File: src/hdl/uhp_pkg.sv
// uhp_pkg: types, constants and reason codes for the UDP/IPv4 frame header parser.
// Used by every module under hdl/; depends on nothing.
package uhp_pkg;

  // Width of the frame byte counter; it saturates at its all-ones value.
  localparam int COUNT_WIDTH = 17;

  // Header constants.
  localparam logic [15:0] ETHERTYPE_IPV4   = 16'h0800;
  localparam logic [7:0]  PROTO_UDP        = 8'd17;
  localparam logic [3:0]  NIBBLE_MASK      = 4'hF;
  localparam logic [3:0]  IP_VERSION_4     = 4'd4;
  localparam logic [3:0]  IHL_NO_OPTIONS   = 4'd5;
  localparam logic [15:0] UDP_HEADER_BYTES = 16'd8;

  // Byte offsets within the frame.
  localparam logic [COUNT_WIDTH-1:0] POS_ETYPE_HI = COUNT_WIDTH'(12);
  localparam logic [COUNT_WIDTH-1:0] POS_ETYPE_LO = COUNT_WIDTH'(13);
  localparam logic [COUNT_WIDTH-1:0] POS_VER_IHL  = COUNT_WIDTH'(14);
  localparam logic [COUNT_WIDTH-1:0] POS_PROTO    = COUNT_WIDTH'(23);
  localparam logic [COUNT_WIDTH-1:0] POS_SRC_LO   = COUNT_WIDTH'(26);
  localparam logic [COUNT_WIDTH-1:0] POS_SRC_HI   = COUNT_WIDTH'(29);
  localparam logic [COUNT_WIDTH-1:0] POS_DST_LO   = COUNT_WIDTH'(30);
  localparam logic [COUNT_WIDTH-1:0] POS_DST_HI   = COUNT_WIDTH'(33);
  localparam logic [COUNT_WIDTH-1:0] POS_SPORT_HI = COUNT_WIDTH'(34);
  localparam logic [COUNT_WIDTH-1:0] POS_SPORT_LO = COUNT_WIDTH'(35);
  localparam logic [COUNT_WIDTH-1:0] POS_DPORT_HI = COUNT_WIDTH'(36);
  localparam logic [COUNT_WIDTH-1:0] POS_DPORT_LO = COUNT_WIDTH'(37);
  localparam logic [COUNT_WIDTH-1:0] POS_ULEN_HI  = COUNT_WIDTH'(38);
  localparam logic [COUNT_WIDTH-1:0] POS_ULEN_LO  = COUNT_WIDTH'(39);
  // Smallest last byte offset of a frame that is not too short (frames under 42 bytes are short).
  localparam logic [COUNT_WIDTH-1:0] POS_MIN_LAST = COUNT_WIDTH'(41);
  // Payload offset minus UDP header minus one: declared payload fits when
  // udp_length + 33 <= last byte offset.
  localparam logic [COUNT_WIDTH:0]   FIT_BIAS     = (COUNT_WIDTH+1)'(33);

  localparam logic [COUNT_WIDTH-1:0] COUNT_MAX    = {COUNT_WIDTH{1'b1}};

  // Verdict codes.
  typedef enum logic [2:0] {
    REASON_OK        = 3'd0,
    REASON_SHORT     = 3'd1,
    REASON_ETYPE     = 3'd2,
    REASON_VERSION   = 3'd3,
    REASON_NOT_UDP   = 3'd4,
    REASON_UDP_LEN   = 3'd5,
    REASON_TRUNCATED = 3'd6
  } reason_t;

  // One frame word moving from the input register into the parser.
  typedef struct packed {
    logic       go;    // word is consumed this cycle
    logic [7:0] data;
    logic       last;
  } step_t;

  // Header fields as captured so far, including the current word.
  typedef struct packed {
    logic [15:0] ether_type;
    logic [7:0]  version_and_length;
    logic [7:0]  protocol_number;
    logic [31:0] source_address;
    logic [31:0] destination_address;
    logic [15:0] source_port;
    logic [15:0] destination_port;
    logic [15:0] udp_length;
  } fields_t;

endpackage

File: src/hdl/uhp_in_reg.sv
// uhp_in_reg: input register for frame words, with stall generation.
// Depends on uhp_pkg (step_t).
module uhp_in_reg (
  input  logic           clk,
  input  logic           rst,
  input  logic           in_valid,
  output logic           in_stall,
  input  logic [7:0]     data_byte,
  input  logic           last_byte,
  input  logic           advance,
  output uhp_pkg::step_t step
);

  logic       full;
  logic [7:0] data;
  logic       last;
  logic       load;

  // Held word is blocked only while the result side cannot take a verdict.
  assign in_stall = full && !advance;
  assign load     = in_valid && !in_stall;

  // Occupancy flag
  always_ff @(posedge clk) begin
    if (rst) begin
      full <= 1'b0;
    end else if (load) begin
      full <= 1'b1;
    end else if (advance) begin
      full <= 1'b0;
    end
  end

  // Payload, no reset needed
  always_ff @(posedge clk) begin
    if (load) begin
      data <= data_byte;
      last <= last_byte;
    end
  end

  assign step.go   = full && advance;
  assign step.data = data;
  assign step.last = last;

endmodule

File: src/hdl/uhp_capture.sv
// uhp_capture: frame byte counter and header field capture at fixed offsets.
// Depends on uhp_pkg (step_t, fields_t, offsets).
module uhp_capture (
  input  logic                            clk,
  input  logic                            rst,
  input  uhp_pkg::step_t                  step,
  output uhp_pkg::fields_t                fields_now,
  output logic [uhp_pkg::COUNT_WIDTH-1:0] pos
);

  uhp_pkg::fields_t held;
  logic [7:0]       b;

  assign b = step.data;

  // Fold the current word into the held fields according to its offset
  always_comb begin
    fields_now = held;
    if (pos == uhp_pkg::POS_ETYPE_HI || pos == uhp_pkg::POS_ETYPE_LO) begin
      fields_now.ether_type = {held.ether_type[7:0], b};
    end else if (pos == uhp_pkg::POS_VER_IHL) begin
      fields_now.version_and_length = b;
    end else if (pos == uhp_pkg::POS_PROTO) begin
      fields_now.protocol_number = b;
    end else if (pos >= uhp_pkg::POS_SRC_LO && pos <= uhp_pkg::POS_SRC_HI) begin
      fields_now.source_address = {held.source_address[23:0], b};
    end else if (pos >= uhp_pkg::POS_DST_LO && pos <= uhp_pkg::POS_DST_HI) begin
      fields_now.destination_address = {held.destination_address[23:0], b};
    end else if (pos == uhp_pkg::POS_SPORT_HI || pos == uhp_pkg::POS_SPORT_LO) begin
      fields_now.source_port = {held.source_port[7:0], b};
    end else if (pos == uhp_pkg::POS_DPORT_HI || pos == uhp_pkg::POS_DPORT_LO) begin
      fields_now.destination_port = {held.destination_port[7:0], b};
    end else if (pos == uhp_pkg::POS_ULEN_HI || pos == uhp_pkg::POS_ULEN_LO) begin
      fields_now.udp_length = {held.udp_length[7:0], b};
    end
  end

  // Counter and held fields; everything clears after the last word
  always_ff @(posedge clk) begin
    if (rst) begin
      pos  <= '0;
      held <= '0;
    end else if (step.go) begin
      if (step.last) begin
        pos  <= '0;
        held <= '0;
      end else begin
        held <= fields_now;
        if (pos != uhp_pkg::COUNT_MAX) begin
          pos <= pos + 1'b1;
        end
      end
    end
  end

  // Frame boundary restarts the count
  a_pos_restart: assert property (@(posedge clk) disable iff (rst)
    step.go && step.last |=> pos == '0)
    else $error("byte counter not cleared after last word");

endmodule

File: src/hdl/uhp_verdict.sv
// uhp_verdict: header checks in priority order and the result register.
// Depends on uhp_pkg (fields_t, step_t, reason_t, constants).
module uhp_verdict (
  input  logic                            clk,
  input  logic                            rst,
  input  uhp_pkg::step_t                  step,
  input  uhp_pkg::fields_t                fields_now,
  input  logic [uhp_pkg::COUNT_WIDTH-1:0] pos,
  output logic                            advance,
  output logic                            out_valid,
  input  logic                            out_stall,
  output logic                            frame_ok,
  output logic [2:0]                      reject_reason,
  output logic [31:0]                     source_address,
  output logic [31:0]                     destination_address,
  output logic [15:0]                     source_port,
  output logic [15:0]                     destination_port,
  output logic [15:0]                     payload_length
);

  uhp_pkg::reason_t                reason;
  logic [uhp_pkg::COUNT_WIDTH:0]   fit_sum;
  logic [3:0]                      version;
  logic [3:0]                      ihl;

  assign version = fields_now.version_and_length[7:4];
  assign ihl     = fields_now.version_and_length[3:0] & uhp_pkg::NIBBLE_MASK;
  assign fit_sum = (uhp_pkg::COUNT_WIDTH+1)'(fields_now.udp_length) + uhp_pkg::FIT_BIAS;

  // Result slot free, or being emptied this cycle
  assign advance = !out_valid || !out_stall;

  // Checks in order; the first failure names the reason
  always_comb begin
    priority if (pos < uhp_pkg::POS_MIN_LAST) begin
      reason = uhp_pkg::REASON_SHORT;
    end else if (fields_now.ether_type != uhp_pkg::ETHERTYPE_IPV4) begin
      reason = uhp_pkg::REASON_ETYPE;
    end else if (version != uhp_pkg::IP_VERSION_4 || ihl != uhp_pkg::IHL_NO_OPTIONS) begin
      reason = uhp_pkg::REASON_VERSION;
    end else if (fields_now.protocol_number != uhp_pkg::PROTO_UDP) begin
      reason = uhp_pkg::REASON_NOT_UDP;
    end else if (fields_now.udp_length < uhp_pkg::UDP_HEADER_BYTES) begin
      reason = uhp_pkg::REASON_UDP_LEN;
    end else if (fit_sum > (uhp_pkg::COUNT_WIDTH+1)'(pos)) begin
      reason = uhp_pkg::REASON_TRUNCATED;
    end else begin
      reason = uhp_pkg::REASON_OK;
    end
  end

  // Result valid flag
  always_ff @(posedge clk) begin
    if (rst) begin
      out_valid <= 1'b0;
    end else if (step.go && step.last) begin
      out_valid <= 1'b1;
    end else if (!out_stall) begin
      out_valid <= 1'b0;
    end
  end

  // Result payload; fields are zero on a rejected frame
  always_ff @(posedge clk) begin
    if (step.go && step.last) begin
      reject_reason <= reason;
      if (reason == uhp_pkg::REASON_OK) begin
        frame_ok            <= 1'b1;
        source_address      <= fields_now.source_address;
        destination_address <= fields_now.destination_address;
        source_port         <= fields_now.source_port;
        destination_port    <= fields_now.destination_port;
        payload_length      <= fields_now.udp_length - uhp_pkg::UDP_HEADER_BYTES;
      end else begin
        frame_ok            <= 1'b0;
        source_address      <= '0;
        destination_address <= '0;
        source_port         <= '0;
        destination_port    <= '0;
        payload_length      <= '0;
      end
    end
  end

  a_ok_matches_reason: assert property (@(posedge clk) disable iff (rst)
    out_valid |-> frame_ok == (reject_reason == uhp_pkg::REASON_OK))
    else $error("frame_ok disagrees with reject_reason");

  a_reject_zeroes: assert property (@(posedge clk) disable iff (rst)
    out_valid && !frame_ok |-> source_address == '0 && destination_address == '0 &&
      source_port == '0 && destination_port == '0 && payload_length == '0)
    else $error("rejected frame carries non-zero fields");

  a_no_overwrite: assert property (@(posedge clk) disable iff (rst)
    out_valid && out_stall |-> !step.go)
    else $error("word consumed while verdict is blocked");

  a_last_gives_verdict: assert property (@(posedge clk) disable iff (rst)
    step.go && step.last |=> out_valid)
    else $error("last word produced no verdict");

endmodule

File: src/hdl/udp_ipv4_frame_header_parser.sv
// udp_ipv4_frame_header_parser: Ethernet II / IPv4 / UDP header parser, top level.
// Depends on uhp_pkg, uhp_in_reg, uhp_capture, uhp_verdict.
//
//   Channel  Handshake            Payload
//   -------  -------------------  ------------------------------------------
//   in       in_valid / in_stall  data_byte[7:0], last_byte
//   out      out_valid/out_stall  frame_ok, reject_reason[2:0],
//                                 source_address, destination_address,
//                                 source_port, destination_port, payload_length
//
// One frame word per cycle sustained while no verdict is held by out_stall; a verdict is
// presented once the last word has passed the input register, then the result register.
// The throughput is set by the single capture pass between those registers.
// Synchronous active-high rst clears the counter, captured fields and flags.
// in_stall rises only while a word is held and a verdict waits on out_stall.
module udp_ipv4_frame_header_parser (
  input  logic        clk,
  input  logic        rst,
  input  logic        in_valid,
  output logic        in_stall,
  input  logic [7:0]  data_byte,
  input  logic        last_byte,
  output logic        out_valid,
  input  logic        out_stall,
  output logic        frame_ok,
  output logic [2:0]  reject_reason,
  output logic [31:0] source_address,
  output logic [31:0] destination_address,
  output logic [15:0] source_port,
  output logic [15:0] destination_port,
  output logic [15:0] payload_length
);

  uhp_pkg::step_t                  step;
  uhp_pkg::fields_t                fields_now;
  logic [uhp_pkg::COUNT_WIDTH-1:0] pos;
  logic                            advance;

  uhp_in_reg u_in_reg (
    .clk       (clk),
    .rst       (rst),
    .in_valid  (in_valid),
    .in_stall  (in_stall),
    .data_byte (data_byte),
    .last_byte (last_byte),
    .advance   (advance),
    .step      (step)
  );

  uhp_capture u_capture (
    .clk        (clk),
    .rst        (rst),
    .step       (step),
    .fields_now (fields_now),
    .pos        (pos)
  );

  uhp_verdict u_verdict (
    .clk                 (clk),
    .rst                 (rst),
    .step                (step),
    .fields_now          (fields_now),
    .pos                 (pos),
    .advance             (advance),
    .out_valid           (out_valid),
    .out_stall           (out_stall),
    .frame_ok            (frame_ok),
    .reject_reason       (reject_reason),
    .source_address      (source_address),
    .destination_address (destination_address),
    .source_port         (source_port),
    .destination_port    (destination_port),
    .payload_length      (payload_length)
  );

endmodule
File: config.mk
export PLATFORM = sky130hd
export DESIGN_NAME = udp_ipv4_frame_header_parser
export DESIGN_NICKNAME = d
export VERILOG_FILES = /design/src/hdl/uhp_pkg.sv /design/src/hdl/uhp_in_reg.sv /design/src/hdl/uhp_capture.sv /design/src/hdl/uhp_verdict.sv /design/src/hdl/udp_ipv4_frame_header_parser.sv
export SDC_FILE = /design/constraint.sdc
export NUM_CORES = 1
export LEC_CHECK = 0
export ABC_AREA = 1
export BUFFER_PORTS_ARGS = -buffer_cell sky130_fd_sc_hd__buf_2
export CAP_MARGIN = 40
export CORE_ASPECT_RATIO = 2
export CORE_MARGIN = 8
export CORE_UTILIZATION = 40
export DETAILED_ROUTE_END_ITERATION = 7
export PLACE_DENSITY = 0.56
export SYNTH_ARGS = -nofsm -noshare
export SYNTH_HDL_FRONTEND = slang
export SYNTH_SLANG_ARGS = --single-unit
File: constraint.sdc
create_clock -name clk -period 10.6 [get_ports clk]
set_clock_uncertainty 0.2 [all_clocks]
set_input_delay 1.59 -clock clk [delete_from_list [all_inputs] [get_ports clk]]
set_output_delay 1.59 -clock clk [all_outputs]
set_load 0.05 [all_outputs]
==> run_results.csv, run 1 <==
group,metric,value,unit
status,run_status,"finished clean",
global_route,grt_max_degree,77,
sta,max_freq,154,MHz
job,drv_cap,0,
die,coreArea,37000,um^2
sta,slew_viol_final,0,
worst_setup_path,crit_top_cell,"nand2_1",
synthesis,ys_seq_area_frac,0.471,
clocking,postCtsSetupBuffers,0,
clocking,root_buffer,"clkbuf_16",
clocking,clk_pin_slew_worst_paths,70,ps
synthesis,synth.largest_area_cell,"edfxtp_1",
sta,hold_violations,0,
worst_setup_path,cp.required,10700,ps
clocking,cts_buffers,28,
pwr,peakVddDrop,0.105,mV
synthesis,ys_ff_latch,288,
worst_setup_path,worst-path-max-fanout,47,
die,dieArea,44100,um^2
worst_setup_path,worstSetupStartpoint,"u_capture.pos[12]",
hold_path,hold_class,"reg -> reg",
drt,routed-via-count,12300,
finish,antenna_cells,0,
finish,drive_above_1_share,0.165,
synthesis,syn_area,14900,um^2
global_route,grt_overflow,0,
clocking,cts_resized,0,
worst_setup_path,worstSetupEndpointType,"flop",
die,die_w,152,um
synthesis,synth_nets,1903,
global_route,grt_usage,0.181,
worst_setup_path,critPathSlowestCell,"nand3_4",
place,place.gp.congestion,0.915,
die,initial_core_util,0.402,
finish,nets,1988,
synthesis,synth_area_leaders,"edfxtp_1 25%, dfxtp_1 22%, nand2_1 12%",
place,dpl.hpwl,28900,um
synthesis,synth_area_per_cell,7.99,um^2
hold_path,min_from,"u_capture.held[51]",
die,dieHeight,289,um
drt,wl_per_cell,16.7,um
pwr,p_leak,6.61,nW
drt,drt_first_pass_iters,5,
place,port_buffers,130,
synthesis,synthArstFlopShare,0,
clocking,clock_sinks,288,
die,boundaryPins,131,
clocking,clk_latency,570,ps
drt,viasPerCell,5.08,
drt,drt_first_iter_violations,760,
drt,wl,40700,um
worst_setup_path,slowest_delay,640,ps
worst_setup_path,crit_type,"reg -> reg",
synthesis,synthTopCellsByCount,"467 x nand2_1, 233 x inv_1, 164 x nor2_1, 163 x dfxtp_1, 145 x nand3_1",
sta,relSlewSlack,0.398,
global_route,grt_pass1_vias,12100,
worst_setup_path,critPathLaunchType,"flop",
synthesis,synth-edff-count,125,
finish,area_growth,12.1,%
sta,fin_crit_sh,0.612,
sta,setup_viol,0,
synthesis,yosysMostFrequentCell,"nand2_1",
pwr,p_per_area,137,nW/um^2
synthesis,ys_types,39,
global_route,grt_pass1_wl,64400,um
clocking,cts_max_level,1,
finish,n_fill_cell,3647,
sta,period_needed,6480,ps
clocking,cts_buffer_depth,3,
sta,rsz0062_at_grt,"no",
sta,final.setup.tns,0,ps
worst_setup_path,cp.arrival,6590,ps
synthesis,yosysTopAreaCellShare,0.252,
global_route,antenna_found_initial,0,
synthesis,ys.warnings.count,0,
clocking,cts_hold_buf,0,
clocking,cts_tree,"done",
die,placementRows,100,
synthesis,synth_cells,1865,
drt,drc,0,
synthesis,ys.flop_type,"dfxtp_1",
sta,worst_pin_slew,903,ps
sta,worst_hold_slack,264,ps
worst_setup_path,rr_startpoint,"u_capture.pos[12]",
drt,final_antenna_net_count,0,
worst max-delay path: cells and delay by family, from the launching register on:
family / cells / cell delay [ps]
adder cells (fa/ha/maj): 2 / 480
buffers and inverters: 7 / 1750
flip-flops: 1 / 340
AO/OA/AOI/OAI: 3 / 490
AND/OR/NAND/NOR: 20 / 2930
cells in the final DEF, fill, tap and decap left out, drive strengths merged, types with 2 or more instances in the layout:
| cell type | n |
|---|---|
| clkinvlp | 2 |
| nand3 | 149 |
| nor4 | 3 |
| ha | 25 |
| o22ai | 48 |
| nor2 | 248 |
| nand4 | 24 |
| buf | 148 |
| o21a | 2 |
| nor3 | 13 |
| dfxtp | 163 |
| clkbuf | 37 |
| o31ai | 2 |
| nand2 | 492 |
| a21oi | 121 |
| inv | 248 |
| clkinv | 9 |
| xor2 | 20 |
| bufinv | 3 |
| o211ai | 2 |
| edfxtp | 125 |
| o21ai | 81 |
per-stage QoR:
step	total power, W	cells	util	area [um^2]	setup WS, ps
floorplan	0.00127	1865	-	14900	2830
global placement	0.00130	2376	0.425	15700	4140
detailed placement	0.00130	2379	0.426	15800	4150
CTS	0.00232	2431	0.451	16700	4110
global route	0.00236	2431	0.451	16700	3530
finish	0.00229	2431	0.451	16700	4120
cell type report:
class	instances	area [um^2]	share of cell area
Sequential cell	288	7020	0.420
Multi-Input combinational cell	1237	6440	0.385
Inverter	247	927	0.0555
Timing Repair Buffer	148	828	0.0496
Clock buffer	37	754	0.0451
Tap cell	459	574	0.0344
Clock inverter	15	169	0.0101
metal layers:
| metal | routed length [um] | GRT usage |
|---|---|---|
| met1 | 14900 | 0.184 |
| met3 | 1530 | 0.0209 |
| met4 | 1810 | 0.0885 |
| met2 | 22500 | 0.360 |
| met5 | 0 | 0 |
sequential cells by signal, indices dropped and copies added, names as in the netlist:
| name | cells |
|---|---|
| u_verdict.payload_length | 16 |
| u_verdict.frame_ok | 1 |
| u_in_reg.data | 8 |
| u_verdict.source_port | 16 |
| u_capture.pos | 17 |
| u_verdict.out_valid | 1 |
| u_verdict.source_address | 32 |
| u_verdict.destination_port | 16 |
| u_verdict.reject_reason | 3 |
| u_in_reg.full | 1 |
| u_in_reg.last | 1 |
| u_capture.held | 144 |
| u_verdict.destination_address | 32 |
report_power, final:
group          leakage, nW  internal [W]  switching [W]   total, W
clock network        0.444      0.000577       0.000442    0.00102
registers             2.51       0.00117      0.0000106    0.00118
logic                 3.66     0.0000134      0.0000855  0.0000989
total                 6.61       0.00176       0.000538    0.00229
final timing paths:
check                                       to  slack [ps]  cells after the start
max          u_verdict.destination_address[23]        4120                     32
min                         u_capture.held[51]         260                      2
max reg2reg  u_verdict.destination_address[23]        4120                     32
min reg2reg                 u_capture.held[51]         260                      2
logic make-up (layout without fill, tap and decap cells):
family	after synthesis	count (layout)	share of synthesized area
AOI/OAI and AO/OA	260	260	0.0942
adders and majority gates	25	25	0.0210
and+or+nand+nor	932	932	0.303
DFF	288	288	0.471
xor gates and xnor gates	20	20	0.0118
buffers and inverters	340	447	0.0990
(Power assumes the default switching activity.)
==> run 2: changes to the inputs <==
- ABC_AREA: 1 -> 0
- PLACE_DENSITY: 0.56 -> 0.57
- clock period: 10.6 -> 6.1 ns (I/O delays scaled with it)
==> run 2 against run 1 <==
Effect of this change: total power rose by 70%; final area is 7.3% lower; wire length is 5.8% lower; core utilization up 2.1 points; synthesized cell count shrank 30%; non-clock buffer count grew 43; sequential power grew 71%; critical path depth decreased by 8; final cell count shrank 23%; first-iteration DRC count down 16%; largest cell class unchanged.
==> run_results.csv, run 2 <==
group,metric,value,unit
status,run_status,"finished clean",
finish,top_regs,"u_capture.held: 144 flops, u_verdict.destination_address: 32 flops, u_verdict.source_address: 32 flops",
die,die_w,145,um
sta,final.setup.tns,0,ps
die,initial_core_util,0.405,
worst_setup_path,crit_type,"reg -> reg",
drt,drc,0,
clocking,cts_buffer_depth,3,
synthesis,yosysMostFrequentCell,"nor2_1",
finish,drive_above_1_share,0.216,
global_route,top_usage_layer,"met2",
global_route,grt_overflow,0,
clocking,root_buffer,"clkbuf_16",
clocking,clock_sinks,288,
clocking,cts_tree,"done",
global_route,grt_usage,0.192,
finish,antenna_cells,0,
sta,slew_viol_final,0,
global_route,grt_max_degree,112,
global_route,grt_use_met2,0.368,
place,port_buffers,130,
finish,regMostFlops,"u_capture.held",
global_route,antenna_found_initial,0,
drt,drt_first_pass_iters,6,
pwr,peakVddDrop,0.174,mV
drt,wl_per_cell,20.5,um
pwr,p_per_area,251,nW/um^2
clocking,postCtsSetupBuffers,0,
drt,final_antenna_net_count,0,
drt,drt_first_iter_violations,641,
die,dieArea,39600,um^2
synthesis,ys_types,68,
synthesis,synth_area_leaders,"edfxtp_1 28%, dfxtp_1 25%, nor2_1 5.5%",
global_route,grtUsageMet3,0.0189,
sta,fin_crit_sh,0.919,
drt,viasPerCell,5.51,
worst_setup_path,worstSetupEndpointType,"flop",
sta,setup_viol,0,
pwr,p_leak,6.03,nW
job,drv_cap,0,
die,dieHeight,274,um
sta,max_freq,178,MHz
hold_path,min_from,"u_capture.held[109]",
sta,worst_hold_slack,282,ps
synthesis,yosysTopAreaCellShare,0.283,
worst_setup_path,cp.required,6290,ps
finish,fin_util,0.472,
sta,rsz0062_at_grt,"no",
clocking,cts_max_level,1,
synthesis,syn_area,13300,um^2
drt,wl,38300,um
sta,relSlewSlack,0.386,
finish,area_growth,16.7,%
synthesis,ys_seq_area_frac,0.529,
die,boundaryPins,131,
hold_path,hold_path_end,"u_capture.held[109]",
synthesis,ys.warnings.count,0,
clocking,clk_pin_slew_worst_paths,70,ps
global_route,grt_pass1_wl,58500,um
synthesis,ys_ff_latch,288,
worst_setup_path,rr_startpoint,"u_capture.pos[0]",
clocking,clk_latency,540,ps
clocking,cts_resized,0,
synthesis,synth_nets,1335,
worst_setup_path,worst-path-max-fanout,24,
global_route,use_met1,0.190,
pwr,swShare,0.220,
pwr,internal_power,0.00304,W
clocking,cts_buffers,26,
finish,nets,1458,
finish,mostFrequentLayoutCell,"nor2_1",
synthesis,synthArstFlopShare,0,
pwr,p_seq_frac,0.519,
die,coreArea,32800,um^2
place,dpl.hpwl,27800,um
synthesis,synth.largest_area_cell,"edfxtp_1",
finish,final_cell_mix,"192 x nor2_1, 163 x dfxtp_1, 130 x nand2_1",
pwr,clkPwrFrac,0.447,
hold_path,whs_path_depth,1,
global_route,grt_pass1_vias,10100,
sta,hold_violations,0,
worst_setup_path,r2r-end,"u_verdict.source_port[14]",
sta,worst_pin_slew,913,ps
sta,period_needed,5610,ps
synthesis,synth_area_per_cell,10.2,um^2
pwr,p_switching,0.000855,W
finish,largest_reg_flops,144,
drt,routed-via-count,10300,
worst_setup_path,r2r_slack,490,ps
worst_setup_path,ff2ff_path_depth,24,
place,place.gp.congestion,0.907,
pwr,combPwrFrac,0.034,
synthesis,synthTopCellsByCount,"194 x nor2_1, 163 x dfxtp_1, 130 x nand2_1, 125 x edfxtp_1, 94 x a22oi_1",
worst_setup_path,critPathLaunchType,"flop",
clocking,cts_hold_buf,0,
worst_setup_path,cp.arrival,5800,ps
hold_path,hold_class,"reg -> reg",
synthesis,synth_cells,1297,
synthesis,synth-edff-count,125,
synthesis,ys.flop_type,"dfxtp_1",
die,placementRows,94,
-- run 2: cell count changes after synthesis, sizes merged, moves of 48 or more --
| cell | before | now |
|---|---|---|
| inv | 247 | 25 |
| nand3 | 149 | 22 |
| o21ai | 81 | 25 |
| nand2 | 492 | 131 |
| mux2i | 0 | 60 |
| a22o | 0 | 48 |
| a22oi | 0 | 94 |
-- run 2: metal layers --
layer / wire length (um) / vias to the layer above
met3: 1590 / 98
li1: - / 4909
met5: 0 / -
met2: 21100 / 290
met1: 13300 / 5011
met4: 2360 / 0
-- run 2: cell type report --
type	count	area, um^2
Multi-Input combinational cell	888	5720
Timing Repair Buffer	191	1190
Clock buffer	40	876
Sequential cell	288	7020
Fill cell	3046	17300
Tap cell	432	541
Inverter	25	93.8
Clock inverter	8	53.8
-- run 2: how the worst max path moves through the flow --
| stage | from | endpoint | slack, ps | cells after the start |
|---|---|---|---|---|
| 2_1_floorplan | u_capture.pos[1] | u_verdict.destination_address[20] | 570 | 26 |
| 3_3_place_gp | u_capture.pos[0] | u_verdict.source_address[22] | 660 | 24 |
| 3_5_place_dp | u_capture.pos[0] | u_verdict.destination_address[14] | 570 | 24 |
| 4_1_cts | u_capture.pos[0] | u_verdict.destination_port[15] | 540 | 24 |
| 5_1_grt | u_capture.pos[0] | u_verdict.source_port[14] | 150 | 24 |
| 6_report | u_capture.pos[0] | u_verdict.source_port[14] | 490 | 24 |
-- run 2: power by group through the flow --
| stage | logic, W | registers, W | clock network [W] |
|---|---|---|---|
| after floorplan | 0.0000647 | 0.00208 | 0 |
| after global placement | 0.000131 | 0.00206 | 0 |
| after detailed placement | 0.000132 | 0.00206 | 0 |
| after CTS | 0.000133 | 0.00202 | 0.00178 |
| after global routing | 0.000141 | 0.00202 | 0.00184 |
| final | 0.000133 | 0.00202 | 0.00174 |
-- run 2: cells by family (layout without fill, tap and decap cells) --
| family | Yosys count | after routing | synth area share |
|---|---|---|---|
| mux | 64 | 64 | 0.0489 |
| buf+inv | 121 | 264 | 0.0429 |
| xor+xnor | 39 | 39 | 0.0257 |
| simple gates | 473 | 473 | 0.168 |
| compound gates | 287 | 287 | 0.162 |
| flops | 288 | 288 | 0.529 |
| fa+ha+maj | 25 | 25 | 0.0236 |
-- run 2: worst max-delay path, stage by stage (launching register included) --
cell and delay [ps]:
dfxtp_1 310, buf_4 160, ha_1 250, or2_2 360
or3_1 520, nor2_8 170, nand2_1 60, nand2_1 110
ha_1 220, nand3_1 90, nor3_1 250, o2bb2ai_1 210
a21boi_0 270, xnor2_1 150, mux2i_1 100, ha_1 300
nand4_1 120, nor3_1 260, a21oi_1 90, a21boi_0 130
buf_4 160, a311oi_4 310, nand2_4 270, buf_12 260
a21oi_1 130
-- run 2: through the flow --
step	cell area [um^2]	worst slack (ps)	std cells	total power, W
finish	15500	491	1872	0.00389
global placement	14500	659	1818	0.00219
global route	15500	150	1872	0.00400
detailed placement	14600	575	1824	0.00220
floorplan	13300	571	1297	0.00214
CTS	15500	540	1872	0.00393
==> run 3: changes to the inputs <==
- PLACE_DENSITY: 0.57 -> 0.54
==> run 3 against run 2 <==
Effect of this change: critical path depth fell by 1; final area fell by 1.3%; via count down 0.56%; worst setup slack lost 180 ps; total power fell by 2.2%; clock-buffer cell count unchanged; clock power shrank 5%; maximum frequency fell by 3.1%.
==> run_results.csv, run 3 (same netlist as run 2, synthesis figures left out) <==
group,metric,value,unit
worst_setup_path,cp_top_family,"simple AND/OR/NAND/NOR gates",
drt,wl_per_cell,20.8,um
global_route,grt_pass1_vias,10200,
clocking,clk_pin_slew_worst_paths,70,ps
pwr,peakVddDrop,0.187,mV
die,initial_core_util,0.405,
pwr,clkPwrFrac,0.435,
job,drv_cap,0,
sta,relSlewSlack,0.381,
sta,worst_hold_slack,281,ps
drt,viasPerCell,5.52,
status,run_status,"finished clean",
worst_setup_path,critPathLaunchType,"flop",
clocking,cts_tree,"done",
drt,drc,0,
clocking,root_buffer,"clkbuf_16",
sta,worst_slack,312,ps
pwr,p_seq_frac,0.532,
clocking,cts_max_level,1,
finish,n_fill_cell,3118,
die,dieArea,39600,um^2
pwr,swShare,0.219,
hold_path,hold_class,"reg -> reg",
drt,drt_first_pass_iters,6,
die,dieHeight,274,um
drt,drt_first_iter_violations,661,
pwr,p_leak,5.92,nW
clocking,cts_buffer_depth,3,
worst_setup_path,crit_type,"reg -> reg",
die,coreArea,32800,um^2
worst_setup_path,critPathSlowestCell,"or3_1",
finish,final_cell_mix,"192 x nor2_1, 163 x dfxtp_1, 130 x nand2_1, 130 x buf_2, 125 x edfxtp_1",
global_route,grt_overflow,0,
worst_setup_path,worstSetupStartpoint,"u_capture.pos[1]",
clocking,clk_latency,550,ps
place,port_buffers,130,
pwr,power,0.00381,W
place,dpl.hpwl,27700,um
drt,routed-via-count,10300,
sta,slew_viol_final,0,
worst_setup_path,critical_path_buf_inv_count,4,
hold_path,hold_path_end,"u_capture.held[76]",
finish,largest_reg_flops,144,
finish,nets,1442,
global_route,grt_max_degree,66,
clocking,cts_buffers,26,
global_route,grt_pass1_wl,58800,um
global_route,grt_usage,0.193,
finish,mostFrequentLayoutCell,"nor2_1",
pwr,p_per_area,249,nW/um^2
pwr,p_switching,0.000834,W
worst_setup_path,worst-path-max-fanout,24,
pwr,combPwrFrac,0.034,
sta,period_needed,5790,ps
die,boundaryPins,131,
global_route,antenna_found_initial,0,
clocking,cts_hold_buf,0,
worst_setup_path,rr_startpoint,"u_capture.pos[1]",
die,die_w,145,um
worst_setup_path,cp.required,6280,ps
clocking,clock_sinks,288,
worst_setup_path,worstSetupEndpointType,"flop",
drt,final_antenna_net_count,0,
worst_setup_path,r2r-end,"u_verdict.source_port[14]",
sta,max_freq,173,MHz
place,pre_cts_ws,130,ps
worst_setup_path,cp.arrival,5970,ps
sta,setup_viol,0,
worst_setup_path,cp_cell_sequence,"inv_1 -> ha_1 -> or2_2 -> or3_1 -> nor2_8 -> buf_4 -> nand2_1 -> nand2_1 -> ha_1 -> o21ai_1 -> and2_1 -> nor4_4 -> xnor2_1 -> ha_1 -> nand2_1 -> nor3_1 -> a21oi_1 -> a21boi_1 -> a311oi_4 -> nand2_4 -> buf_12 -> buf_12 -> a21oi_1",
sta,fin_crit_sh,0.949,
clocking,cts_resized,0,
worst_setup_path,slowest_delay,510,ps
hold_path,min_from,"u_capture.held[76]",
finish,drive_above_1_share,0.206,
worst_setup_path,r2r_slack,310,ps
clocking,postCtsSetupBuffers,0,
pwr,internal_power,0.00297,W
finish,regMostFlops,"u_capture.held",
finish,top_regs,"u_capture.held: 144 flops, u_verdict.destination_address: 32 flops, u_verdict.source_address: 32 flops",
hold_path,whs_path_depth,1,
place,place.gp.congestion,0.902,
finish,antenna_cells,0,
sta,worst_pin_slew,903,ps
finish,area_growth,15.2,%
sta,hold_violations,0,
drt,wl,38500,um
worst_setup_path,ff2ff_path_depth,23,
die,placementRows,94,
-- run 3: cell count changes in the layout (fill, tap and decap cells not counted), moves of 2 or more --
cell       previous run  this run
clkbuf_16            33        29
a21boi_1              0         2
clkbuf_1              4         8
inv_6                 2         0
a21boi_0              8         6
buf_4                56        40
-- run 3: final cells by class --
type | instances | area (um^2) | area share
well taps | 432 | 541 | 0.0353
clock buffers | 40 | 788 | 0.0515
inverters | 25 | 93.8 | 0.00614
multi-input cells | 888 | 5740 | 0.375
repair buffers | 175 | 1050 | 0.0684
clock inverters | 8 | 70.1 | 0.00458
flip-flops and latches | 288 | 7020 | 0.459
-- run 3: worst register-to-register path, stage by stage (launching register included) --
cell and delay [ps]:
dfxtp_1 470, inv_1 170, ha_1 280, or2_2 380, or3_1 510, nor2_8 150, buf_4 240, nand2_1 80
nand2_1 130, ha_1 140, o21ai_1 170, and2_1 270, nor4_4 390, xnor2_1 110, ha_1 320, nand2_1 70
nor3_1 290, a21oi_1 100, a21boi_1 180, a311oi_4 340, nand2_4 130, buf_12 200, buf_12 180, a21oi_1 140
-- run 3: worst max-delay path by stage --
stage / slack, ps / depth (start not counted) / endpoint
global placement: 220 / 23 / u_verdict.destination_address[17]
finish: 310 / 23 / u_verdict.source_port[14]
CTS: 110 / 23 / u_verdict.source_port[14]
detailed placement: 130 / 23 / u_verdict.destination_address[12]
global route: -9 / 24 / u_verdict.source_address[0]
floorplan: 570 / 26 / u_verdict.destination_address[20]
-- run 3: per-stage QoR --
step           cell area [um^2]  utilization  cells  TNS [ps]
6_report                  15300        0.466   1856         0
5_1_grt                   15300        0.466   1856     -9.15
4_1_cts                   15300        0.465   1855         0
3_5_place_dp              14400        0.439   1807         0
3_3_place_gp              14400        0.437   1800         0
2_1_floorplan             13300            -   1297         0
-- run 3: power groups by stage --
stage          clock (W)  sequential (W)  combinational, W
4_1_cts          0.00170         0.00202          0.000129
3_5_place_dp           0         0.00207          0.000129
3_3_place_gp           0         0.00207          0.000126
5_1_grt          0.00177         0.00202          0.000136
2_1_floorplan          0         0.00208         0.0000647
6_report         0.00165         0.00202          0.000128
-- run 3: layer usage --
| layer | GRT usage | share of wire |
|---|---|---|
| met1 | 0.199 | 0.36 |
| met2 | 0.369 | 0.56 |
| met3 | 0.0208 | 0.043 |
| met4 | 0.100 | 0.044 |
| met5 | 0 | 0 |
